`src/rtl/ncc_pkg.sv`:
```
// Shared types and character codes for the copula canonicalizer.
`timescale 1ns / 1ps

package ncc_pkg;

    localparam int MAX_LEN = 256;
    // Length counter saturates at MAX_LEN + 1.
    localparam int LEN_W   = $clog2(MAX_LEN + 2);
    localparam int MAX_TOK = 5;
    localparam int TOK_W   = $clog2(MAX_TOK + 1);
    localparam int QDEPTH  = 2;
    localparam int QPTR_W  = $clog2(QDEPTH);
    localparam int QCNT_W  = $clog2(QDEPTH + 1);

    localparam logic [7:0] CH_COMMA  = ",";
    localparam logic [7:0] CH_SPACE  = " ";
    localparam logic [7:0] CH_LBRK   = "[";
    localparam logic [7:0] CH_RBRK   = "]";
    localparam logic [7:0] CH_LBRACE = "{";
    localparam logic [7:0] CH_RBRACE = "}";
    localparam logic [7:0] CH_LT     = "<";
    localparam logic [7:0] CH_GT     = ">";
    localparam logic [7:0] CH_AMP    = "&";
    localparam logic [7:0] CH_SLASH  = "/";
    localparam logic [7:0] CH_BSLASH = "\\";
    localparam logic [7:0] CH_MINUS  = "-";
    localparam logic [7:0] CH_EQ     = "=";
    localparam logic [7:0] CH_BAR    = "|";
    localparam logic [7:0] CH_ONE    = "1";
    localparam logic [7:0] CH_TWO    = "2";
    localparam logic [7:0] CH_COLON  = ":";
    localparam logic [7:0] CH_DOLLAR = "$";
    localparam logic [7:0] CH_PLUS   = "+";
    localparam logic [7:0] CH_SEMI   = ";";
    localparam logic [7:0] CH_PCT    = "%";
    localparam logic [7:0] CH_HASH   = "#";
    localparam logic [7:0] CH_BANG   = "!";
    localparam logic [7:0] CH_LPAR   = "(";
    localparam logic [7:0] CH_RPAR   = ")";
    localparam logic [7:0] CH_QUOTE  = "'";
    localparam logic [7:0] CH_DQUOTE = "\"";

    // Canonical characters produced by one input byte, before paren padding.
    typedef struct packed {
        logic [MAX_TOK-1:0][7:0] tok;
        logic [TOK_W-1:0]        ntok;
        logic                    fin;
        logic                    tl;
    } t_rec;

endpackage

```
`src/rtl/ncc_front.sv`:
```
// Front end: lookahead buffer, copula matching and length tracking.
`timescale 1ns / 1ps

module ncc_front (
    input  logic          i_clk,
    input  logic          i_rst_n,
    input  logic          i_valid,
    input  logic [7:0]    i_char_in,
    input  logic          i_final_char,
    input  logic          i_full,
    output logic          o_accept,
    output logic          o_push,
    output ncc_pkg::t_rec o_rec
);
    import ncc_pkg::*;

    typedef struct packed {
        logic [MAX_TOK-1:0][7:0] tok;
        logic [TOK_W-1:0]        ntok;
        logic [1:0][7:0]         rest;
        logic [1:0]              rcnt;
    } t_dec;

    function automatic t_dec decode(input logic [2:0][7:0] wi, input logic [1:0] ci,
                                    input logic fin);
        t_dec            d;
        logic [2:0][7:0] w;
        logic [1:0]      c;
        logic            stop;
        logic [7:0]      b0;
        logic [7:0]      b1;
        logic [7:0]      r;
        logic [2:0][7:0] g;
        logic [1:0]      gn;
        logic [1:0]      take;
        logic            wt;
        logic            plain;
        logic            triple;
        logic [TOK_W-1:0] n;
        d    = '0;
        w    = wi;
        c    = ci;
        stop = 1'b0;
        n    = '0;
        for (int s = 0; s < 3; s++) begin
            if (!stop && c != 2'd0) begin
                b0     = w[0];
                b1     = w[1];
                r      = 8'd0;
                g      = '0;
                gn     = 2'd0;
                take   = 2'd1;
                wt     = 1'b0;
                plain  = 1'b0;
                triple = 1'b0;
                case (b0)
                    CH_COMMA: begin
                        g[0] = CH_SPACE; gn = 2'd1;
                    end
                    CH_LBRK: begin
                        g[0] = CH_LPAR; g[1] = CH_QUOTE; g[2] = CH_SPACE; gn = 2'd3;
                    end
                    CH_LBRACE: begin
                        g[0] = CH_LPAR; g[1] = CH_DQUOTE; g[2] = CH_SPACE; gn = 2'd3;
                    end
                    CH_RBRACE, CH_RBRK, CH_GT: begin
                        g[0] = CH_RPAR; gn = 2'd1;
                    end
                    CH_LT: begin
                        if (c < 2'd2) begin
                            if (!fin) wt = 1'b1;
                            else begin
                                g[0] = CH_LPAR; gn = 2'd1;
                            end
                        end else if (b1 != CH_MINUS) begin
                            g[0] = CH_LPAR; gn = 2'd1;
                        end else begin
                            triple = 1'b1;
                        end
                    end
                    CH_AMP, CH_SLASH, CH_BSLASH: begin
                        if (c < 2'd2) begin
                            if (!fin) wt = 1'b1;
                            else plain = 1'b1;
                        end else begin
                            if (b0 == CH_AMP) begin
                                if (b1 == CH_SLASH) r = CH_PLUS;
                                else if (b1 == CH_BAR || b1 == CH_AMP) r = CH_SEMI;
                            end else if (b0 == CH_SLASH) begin
                                if (b1 == CH_ONE) r = CH_SLASH;
                                else if (b1 == CH_TWO) r = CH_PCT;
                            end else begin
                                if (b1 == CH_ONE) r = CH_BSLASH;
                                else if (b1 == CH_TWO) r = CH_HASH;
                            end
                            if (r != 8'd0) begin
                                g[0] = r; gn = 2'd1; take = 2'd2;
                            end else begin
                                plain = 1'b1;
                            end
                        end
                    end
                    CH_MINUS, CH_EQ: begin
                        if (c < 2'd2) begin
                            if (!fin) wt = 1'b1;
                            else plain = 1'b1;
                        end else if (b0 == CH_MINUS && b1 == CH_MINUS) begin
                            triple = 1'b1;
                        end else if (b0 == CH_EQ && (b1 == CH_SLASH || b1 == CH_EQ)) begin
                            triple = 1'b1;
                        end else begin
                            plain = 1'b1;
                        end
                    end
                    default: plain = 1'b1;
                endcase

                if (triple) begin
                    if (c < 2'd3) begin
                        if (!fin) wt = 1'b1;
                        else plain = 1'b1;
                    end else if (b0 == CH_MINUS) begin
                        // a double dash swallows the byte after it
                        g[0] = (w[2] == CH_GT) ? CH_COLON : CH_BANG;
                        gn = 2'd1; take = 2'd3;
                    end else if (w[2] == CH_GT) begin
                        g[0] = (b0 == CH_LT) ? CH_EQ : CH_DOLLAR;
                        gn = 2'd1; take = 2'd3;
                    end else begin
                        plain = 1'b1;
                    end
                end

                if (plain) begin
                    g[0] = b0; gn = 2'd1;
                end

                if (wt) begin
                    stop = 1'b1;
                end else begin
                    for (int k = 0; k < 3; k++) begin
                        if (k < int'(gn) && n < TOK_W'(MAX_TOK)) begin
                            d.tok[n] = g[k];
                            n = n + TOK_W'(1);
                        end
                    end
                    if (take == 2'd1) begin
                        w[0] = w[1]; w[1] = w[2];
                    end else if (take == 2'd2) begin
                        w[0] = w[2];
                    end
                    c = (take > c) ? 2'd0 : c - take;
                end
            end
        end
        d.ntok = n;
        d.rest = w[1:0];
        d.rcnt = c;
        return d;
    endfunction

    logic [1:0][7:0]  r_pend;
    logic [1:0]       r_pcnt;
    logic [LEN_W-1:0] r_len;
    logic [1:0][7:0]  n_pend;
    logic [1:0]       n_pcnt;
    logic [LEN_W-1:0] n_len;

    logic [2:0][7:0] win;
    t_dec            dec;
    logic            tl;

    always_comb begin
        win[0] = (r_pcnt == 2'd0) ? i_char_in : r_pend[0];
        win[1] = (r_pcnt == 2'd1) ? i_char_in : r_pend[1];
        win[2] = i_char_in;
        dec    = decode(win, r_pcnt + 2'd1, i_final_char);
    end

    assign n_len = (r_len <= LEN_W'(MAX_LEN)) ? r_len + LEN_W'(1) : r_len;
    assign tl    = n_len > LEN_W'(MAX_LEN - 3);

    assign o_accept = i_valid && !i_full;
    assign o_push   = o_accept && (dec.ntok != '0);

    always_comb begin
        o_rec      = '0;
        o_rec.tok  = dec.tok;
        o_rec.ntok = dec.ntok;
        o_rec.fin  = i_final_char;
        o_rec.tl   = tl;
    end

    always_comb begin
        n_pend = '0;
        n_pcnt = 2'd0;
        if (!i_final_char) begin
            n_pcnt = dec.rcnt;
            if (dec.rcnt > 2'd0) n_pend[0] = dec.rest[0];
            if (dec.rcnt > 2'd1) n_pend[1] = dec.rest[1];
        end
    end

    always_ff @(posedge i_clk) begin
        if (!i_rst_n) begin
            r_pend <= '0;
            r_pcnt <= 2'd0;
            r_len  <= '0;
        end else if (o_accept) begin
            r_pend <= n_pend;
            r_pcnt <= n_pcnt;
            r_len  <= i_final_char ? '0 : n_len;
        end
    end

endmodule

```
`src/rtl/ncc_queue.sv`:
```
// Small FIFO of decoded records between front and back end.
`timescale 1ns / 1ps

module ncc_queue (
    input  logic          i_clk,
    input  logic          i_rst_n,
    input  logic          i_push,
    input  ncc_pkg::t_rec i_rec,
    input  logic          i_pop,
    output logic          o_full,
    output logic          o_empty,
    output ncc_pkg::t_rec o_head
);
    import ncc_pkg::*;

    t_rec              r_mem [QDEPTH];
    logic [QPTR_W-1:0] r_wr;
    logic [QPTR_W-1:0] r_rd;
    logic [QCNT_W-1:0] r_cnt;

    assign o_full  = r_cnt == QCNT_W'(QDEPTH);
    assign o_empty = r_cnt == '0;
    assign o_head  = r_mem[r_rd];

    always_ff @(posedge i_clk) begin
        if (i_push) r_mem[r_wr] <= i_rec;
    end

    always_ff @(posedge i_clk) begin
        if (!i_rst_n) begin
            r_wr  <= '0;
            r_rd  <= '0;
            r_cnt <= '0;
        end else begin
            if (i_push) r_wr <= (r_wr == QPTR_W'(QDEPTH - 1)) ? '0 : r_wr + QPTR_W'(1);
            if (i_pop)  r_rd <= (r_rd == QPTR_W'(QDEPTH - 1)) ? '0 : r_rd + QPTR_W'(1);
            if (i_push && !i_pop)      r_cnt <= r_cnt + QCNT_W'(1);
            else if (!i_push && i_pop) r_cnt <= r_cnt - QCNT_W'(1);
        end
    end

endmodule

```
`src/rtl/ncc_back.sv`:
```
// Back end: walks the queued characters, pads parens, drives the output register.
`timescale 1ns / 1ps

module ncc_back (
    input  logic          i_clk,
    input  logic          i_rst_n,
    input  logic          i_empty,
    input  ncc_pkg::t_rec i_head,
    output logic          o_pop,
    output logic          o_valid,
    input  logic          i_stall,
    output logic [7:0]    o_char_out,
    output logic          o_run_last,
    output logic          o_stream_end,
    output logic          o_too_long
);
    import ncc_pkg::*;

    logic [TOK_W-1:0] r_tk;
    logic [1:0]       r_ph;
    logic             r_valid;
    logic [7:0]       r_char;
    logic             r_last;
    logic             r_end;
    logic             r_tl;

    logic [7:0] cur;
    logic       paren;
    logic [7:0] byte_out;
    logic       tok_done;
    logic       last_tok;
    logic       load;

    assign cur      = i_head.tok[r_tk];
    assign paren    = (cur == CH_LPAR) || (cur == CH_RPAR);
    // padded paren goes out as space, paren, space
    assign byte_out = (paren && r_ph != 2'd1) ? CH_SPACE : cur;
    assign tok_done = !paren || (r_ph == 2'd2);
    assign last_tok = r_tk == (i_head.ntok - TOK_W'(1));
    assign load     = !i_empty && (!r_valid || !i_stall);
    assign o_pop    = load && tok_done && last_tok;

    always_ff @(posedge i_clk) begin
        if (!i_rst_n) begin
            r_tk    <= '0;
            r_ph    <= 2'd0;
            r_valid <= 1'b0;
        end else begin
            if (!r_valid || !i_stall) r_valid <= !i_empty;
            if (load) begin
                if (tok_done) begin
                    r_ph <= 2'd0;
                    r_tk <= last_tok ? '0 : r_tk + TOK_W'(1);
                end else begin
                    r_ph <= r_ph + 2'd1;
                end
            end
        end
    end

    always_ff @(posedge i_clk) begin
        if (load) begin
            r_char <= byte_out;
            r_last <= tok_done && last_tok;
            r_end  <= tok_done && last_tok && i_head.fin;
            r_tl   <= i_head.tl;
        end
    end

    assign o_valid      = r_valid;
    assign o_char_out   = r_char;
    assign o_run_last   = r_last;
    assign o_stream_end = r_end;
    assign o_too_long   = r_tl;

endmodule

```
`src/rtl/narsese_copula_canonicalizer_unit.sv`:
```
// Path: the queue registers each input record, then the output register holds each byte.
// Throughput: one input byte per cycle while the two-record queue has room; the output
// side moves one byte per cycle while i_stall is low, one transfer per output byte.
// Expansion per input byte is 0 to 8 output bytes (a padded paren is three).
// Reset: synchronous active-low; clears lookahead buffer, length count, queue and output valid.
`timescale 1ns / 1ps

module narsese_copula_canonicalizer_unit (
    input  logic       i_clk,
    input  logic       i_rst_n,
    input  logic       i_valid,
    output logic       o_stall,
    input  logic [7:0] i_char_in,
    input  logic       i_final_char,
    output logic       o_valid,
    input  logic       i_stall,
    output logic [7:0] o_char_out,
    output logic       o_run_last,
    output logic       o_stream_end,
    output logic       o_too_long
);
    import ncc_pkg::*;

    logic accept;
    logic push;
    logic pop;
    logic full;
    logic empty;
    t_rec rec;
    t_rec head;

    assign o_stall = full;

    ncc_front u_front (
        .i_clk        (i_clk),
        .i_rst_n      (i_rst_n),
        .i_valid      (i_valid),
        .i_char_in    (i_char_in),
        .i_final_char (i_final_char),
        .i_full       (full),
        .o_accept     (accept),
        .o_push       (push),
        .o_rec        (rec)
    );

    ncc_queue u_queue (
        .i_clk   (i_clk),
        .i_rst_n (i_rst_n),
        .i_push  (push && accept),
        .i_rec   (rec),
        .i_pop   (pop),
        .o_full  (full),
        .o_empty (empty),
        .o_head  (head)
    );

    ncc_back u_back (
        .i_clk        (i_clk),
        .i_rst_n      (i_rst_n),
        .i_empty      (empty),
        .i_head       (head),
        .o_pop        (pop),
        .o_valid      (o_valid),
        .i_stall      (i_stall),
        .o_char_out   (o_char_out),
        .o_run_last   (o_run_last),
        .o_stream_end (o_stream_end),
        .o_too_long   (o_too_long)
    );

endmodule

```
`config.mk`:
```
export PLATFORM = sky130hd
export DESIGN_NAME = narsese_copula_canonicalizer_unit
export DESIGN_NICKNAME = d
export VERILOG_FILES = /design/src/rtl/ncc_pkg.sv /design/src/rtl/ncc_front.sv /design/src/rtl/ncc_queue.sv /design/src/rtl/ncc_back.sv /design/src/rtl/narsese_copula_canonicalizer_unit.sv
export SDC_FILE = /design/constraint.sdc
export NUM_CORES = 1
export LEC_CHECK = 0
export BUFFER_PORTS_ARGS = -buffer_cell sky130_fd_sc_hd__buf_4
export CAP_MARGIN = 20
export CORE_UTILIZATION = 35
export DETAILED_ROUTE_END_ITERATION = 10
export GPL_TIMING_DRIVEN = 0
export HOLD_SLACK_MARGIN = 0.05
export PLACE_DENSITY_LB_ADDON = 0.05
export SYNTH_ARGS = -nofsm -noshare
export SYNTH_HDL_FRONTEND = slang
export SYNTH_SLANG_ARGS = --single-unit
```
`constraint.sdc`:
```
create_clock -name i_clk -period 19.66 [get_ports i_clk]
set_input_delay 1.966 -clock i_clk [delete_from_list [all_inputs] [get_ports i_clk]]
set_output_delay 1.966 -clock i_clk [all_outputs]
set_load 0.02 [all_outputs]
```
==> reports/qor.log <==
qor: min_path.hp-class reg -> reg
qor: clock_network.ctsHoldBuffers 0
qor: timing.slew_violations 0
qor: cells_and_area.seqCellArea 3790 sq um
qor: die.initial_core_util 35.6%
qor: yosys.yosys_warnings 0
qor: timing.final.period_utilization 69.4%
qor: global_routing.grt_pass1_vias 11.6k
qor: setup_path.crit_path_frequent_cell ha_1
qor: power.power.ir.vdd_worst 0.0732 mV
qor: timing.timing.slew.headroom 24.1%
qor: detailed_routing.drtPass1Iterations 5
qor: clock_network.post_cts_resized 0
qor: die.ios 26
qor: yosys.synth_cell_types 128
qor: run_status.run_status finished clean
qor: detailed_routing.route.vias.total 12.3k
qor: timing.finalHoldViolations 0
qor: cells_and_area.post_route_cells_drive_above_1_share 15.2%
qor: detailed_routing.drt-vias-per-instance 6.37
qor: clock_network.htree_num_levels 4
qor: global_routing.grt_max_degree 32
qor: power.p_leak 4.52 nW
qor: place.placement.io_buffers 21
qor: yosys.yosys_most_used_dff edfxtp_1
qor: place.hpwl_detailed 39600 um
qor: timing.timing.final.setup_violations 0
qor: timing.fmaxAchievable 73.3 MHz
qor: setup_path.critical_path_peak_fanout 10
qor: cells_and_area.fin_util 39.7%
qor: clock_network.clock_buffers_created_by_tritoncts 17
qor: yosys.edff_count_synth 101
qor: timing.worst_pin_slew 1120 ps
qor: global_routing.grt_first_pass_wirelength 75500 um
qor: die.die_boundary_height 190 um
qor: clock_network.cell_chosen_for_the_clock_root clkbuf_16
qor: yosys.synth.yosys.seq_area_share 30.7%
qor: yosys.synth_cells 1422
qor: setup_path.critical_path.max_stage_delay 820 ps
qor: yosys.synth_area 12300 sq um
qor: cells_and_area.final_net_count 1503
qor: cells_and_area.multiInputGateArea 8020 sq um
qor: clock_network.cts_tree built
qor: place.place.gp.congestion 0.972
qor: setup_path.timing.critical_path.from_type primary input
qor: cells_and_area.layout.cells.most_common nand2_1
qor: power.power_per_cell_area 72.8 nW/um^2
qor: yosys.syn_area_per_cell 8.68 sq um
qor: yosys.synth.net_count 1458
qor: cells_and_area.fillers 3518
qor: die.core_region_area 34600 sq um
qor: setup_path.crit_path_top_delay_cell a221oi_1
qor: detailed_routing.drc_errors 0
qor: detailed_routing.drtAntennaViolNets 0
qor: cells_and_area.layout_common_cells 169 x nand2_1, 116 x nor2_1, 101 x edfxtp_1
qor: timing.skew 7.47 ps
qor: global_routing.global_route_overflow 0
qor: setup_path.path_class in -> reg
qor: clock_network.cts.clk_slew.worst_paths 60 ps
qor: setup_path.timing.critical_path.arrival 13980 ps
qor: clock_network.clk_latency 420 ps
qor: die.rows 68
qor: global_routing.grt_util_all_layers 28.1%
qor: clock_network.post_cts.repair.setup_buffers 0
qor: yosys.postSynth.asyncResetShare 0%
qor: timing.grt_setup_unrepaired no
qor: setup_path.worst_path_required 20000 ps
qor: job.count_of_maximum_capacitance_violations 0
qor: timing.timing.final.crit_period 13640 ps
qor: timing.setup_total_negative_slack 0 ps
qor: global_routing.grt_antenna_before_repair 1
qor: clock_network.clkSinkCount 139
qor: detailed_routing.routed_length_per_placed_instance 26.0 um
qor: clock_network.clockBufferDepth 2
qor: yosys.ys_ff_latch 139
qor: cells_and_area.area_delta_synth_final 11.5%
qor: setup_path.endpoint_kind flip-flop
qor: die.fp.dieArea 36000 sq um
qor: detailed_routing.initial_drt_markers 1362
qor: die.chipWidth 190 um
qor: detailed_routing.postRouteWirelength 50300 um
[layout make-up]
class	count	area share, %
multi-input combinational	1166	58.3
sequential	139	27.6
tap	455	4.14
clock buffer	19	3.15
buffer	71	2.65
timing repair buffer	26	1.56
clock inverter	13	1.36
inverter	46	1.26
antenna	1	0.0182
[power by group]
part	total [mW]	internal, mW	switching (mW)
logic	0.281	0.110	0.172
registers	0.382	0.369	0.0135
clock network	0.338	0.213	0.125
[synthesized netlist by cell type (12+ instances only)]
library cell  number  share of area, %
a211oi_1          12              0.73
a21boi_0          13              0.79
a21o_1            12              0.73
a21oi_1           85               3.4
a22oi_1           30               1.8
a31oi_1           16              0.81
and2_1            27               1.4
and3_1            16              0.81
buf_2             18              0.73
clkbuf_1          35               1.1
dfxtp_1           38               6.2
edfxtp_1         101                25
ha_1              20               2.0
inv_1             36               1.1
mux2_2            24               2.2
mux2i_1           37               3.0
mux4_2            16               2.9
nand2_1          169               5.1
nand2b_1          13              0.66
nand3_1           49               2.0
nand4_1           15              0.76
nor2_1           116               3.5
nor2b_1           23               1.2
nor3_1            31               1.3
nor4_1            16              0.81
o211ai_1          15              0.91
o21ai_0           78               3.2
o22ai_1           29               1.5
o31ai_1           12              0.73
or3_1             14              0.71
[worst max-delay path, delay by kind of cell]
| family | cells | cell delay [ps] |
|---|---|---|
| and+or+nand+nor | 15 | 3820 |
| AOI/OAI and AO/OA | 12 | 3520 |
| adders and majority gates | 8 | 2660 |
| buffers and inverters | 9 | 1200 |
| muxes | 2 | 780 |
[logic make-up after synthesis]
| logic type | synth area share, % |
|---|---|
| AO/OA/AOI/OAI | 27.8 |
| buffers and inverters | 4.35 |
| flip-flops | 30.7 |
| XOR/XNOR | 1.34 |
| adder cells (fa/ha/maj) | 2.51 |
| AND/OR/NAND/NOR | 24.4 |
| multiplexers | 8.93 |
[state kept, by name (all words and copies together), names as in the netlist, named ones only]
register	count
u_back.o_stream_end	1
u_queue.r_rd	1
u_back.o_run_last	1
u_back.r_tk	3
u_queue.r_mem	90
u_back.o_char_out	8
u_front.r_len	9
u_front.r_pcnt	2
u_queue.r_wr	1
u_back.o_too_long	1
u_front.r_pend	16
u_back.r_ph	2
u_queue.r_cnt	2
u_back.o_valid	1
[metal layers]
metal,share of wire [%],wire length (um),GRT usage (%)
met1,47,23400,40.9
met2,44,22400,43.5
met3,7.1,3590,3.62
met4,1.9,944,7.32
met5,0,0,0
[worst paths after layout]
check / start / endpoint / slack [ps] / depth (start not counted)
worst min register to register: u_back.o_valid / u_back.o_valid / 500 / 2
worst max register to register: u_front.r_pcnt[0] / u_queue.r_cnt[1] / 7080 / 48
worst max-delay path: i_char_in[6] / u_queue.r_cnt[1] / 6020 / 46
worst min-delay path: u_back.o_valid / u_back.o_valid / 500 / 2
[stage by stage]
stage	std cells	hold WS [ps]	worst slack [ps]	instance area (sq um)	total power, mW
6_report	1936	499	6020	13800	1.00
3_5_place_dp	1901	495	5890	13100	0.670
2_1_floorplan	1422	454	7740	12300	0.575
4_1_cts	1933	504	6270	13700	1.01
3_3_place_gp	1898	481	4410	13100	0.668
5_1_grt	1935	531	5470	13800	1.05
(Power assumes the default switching activity.)
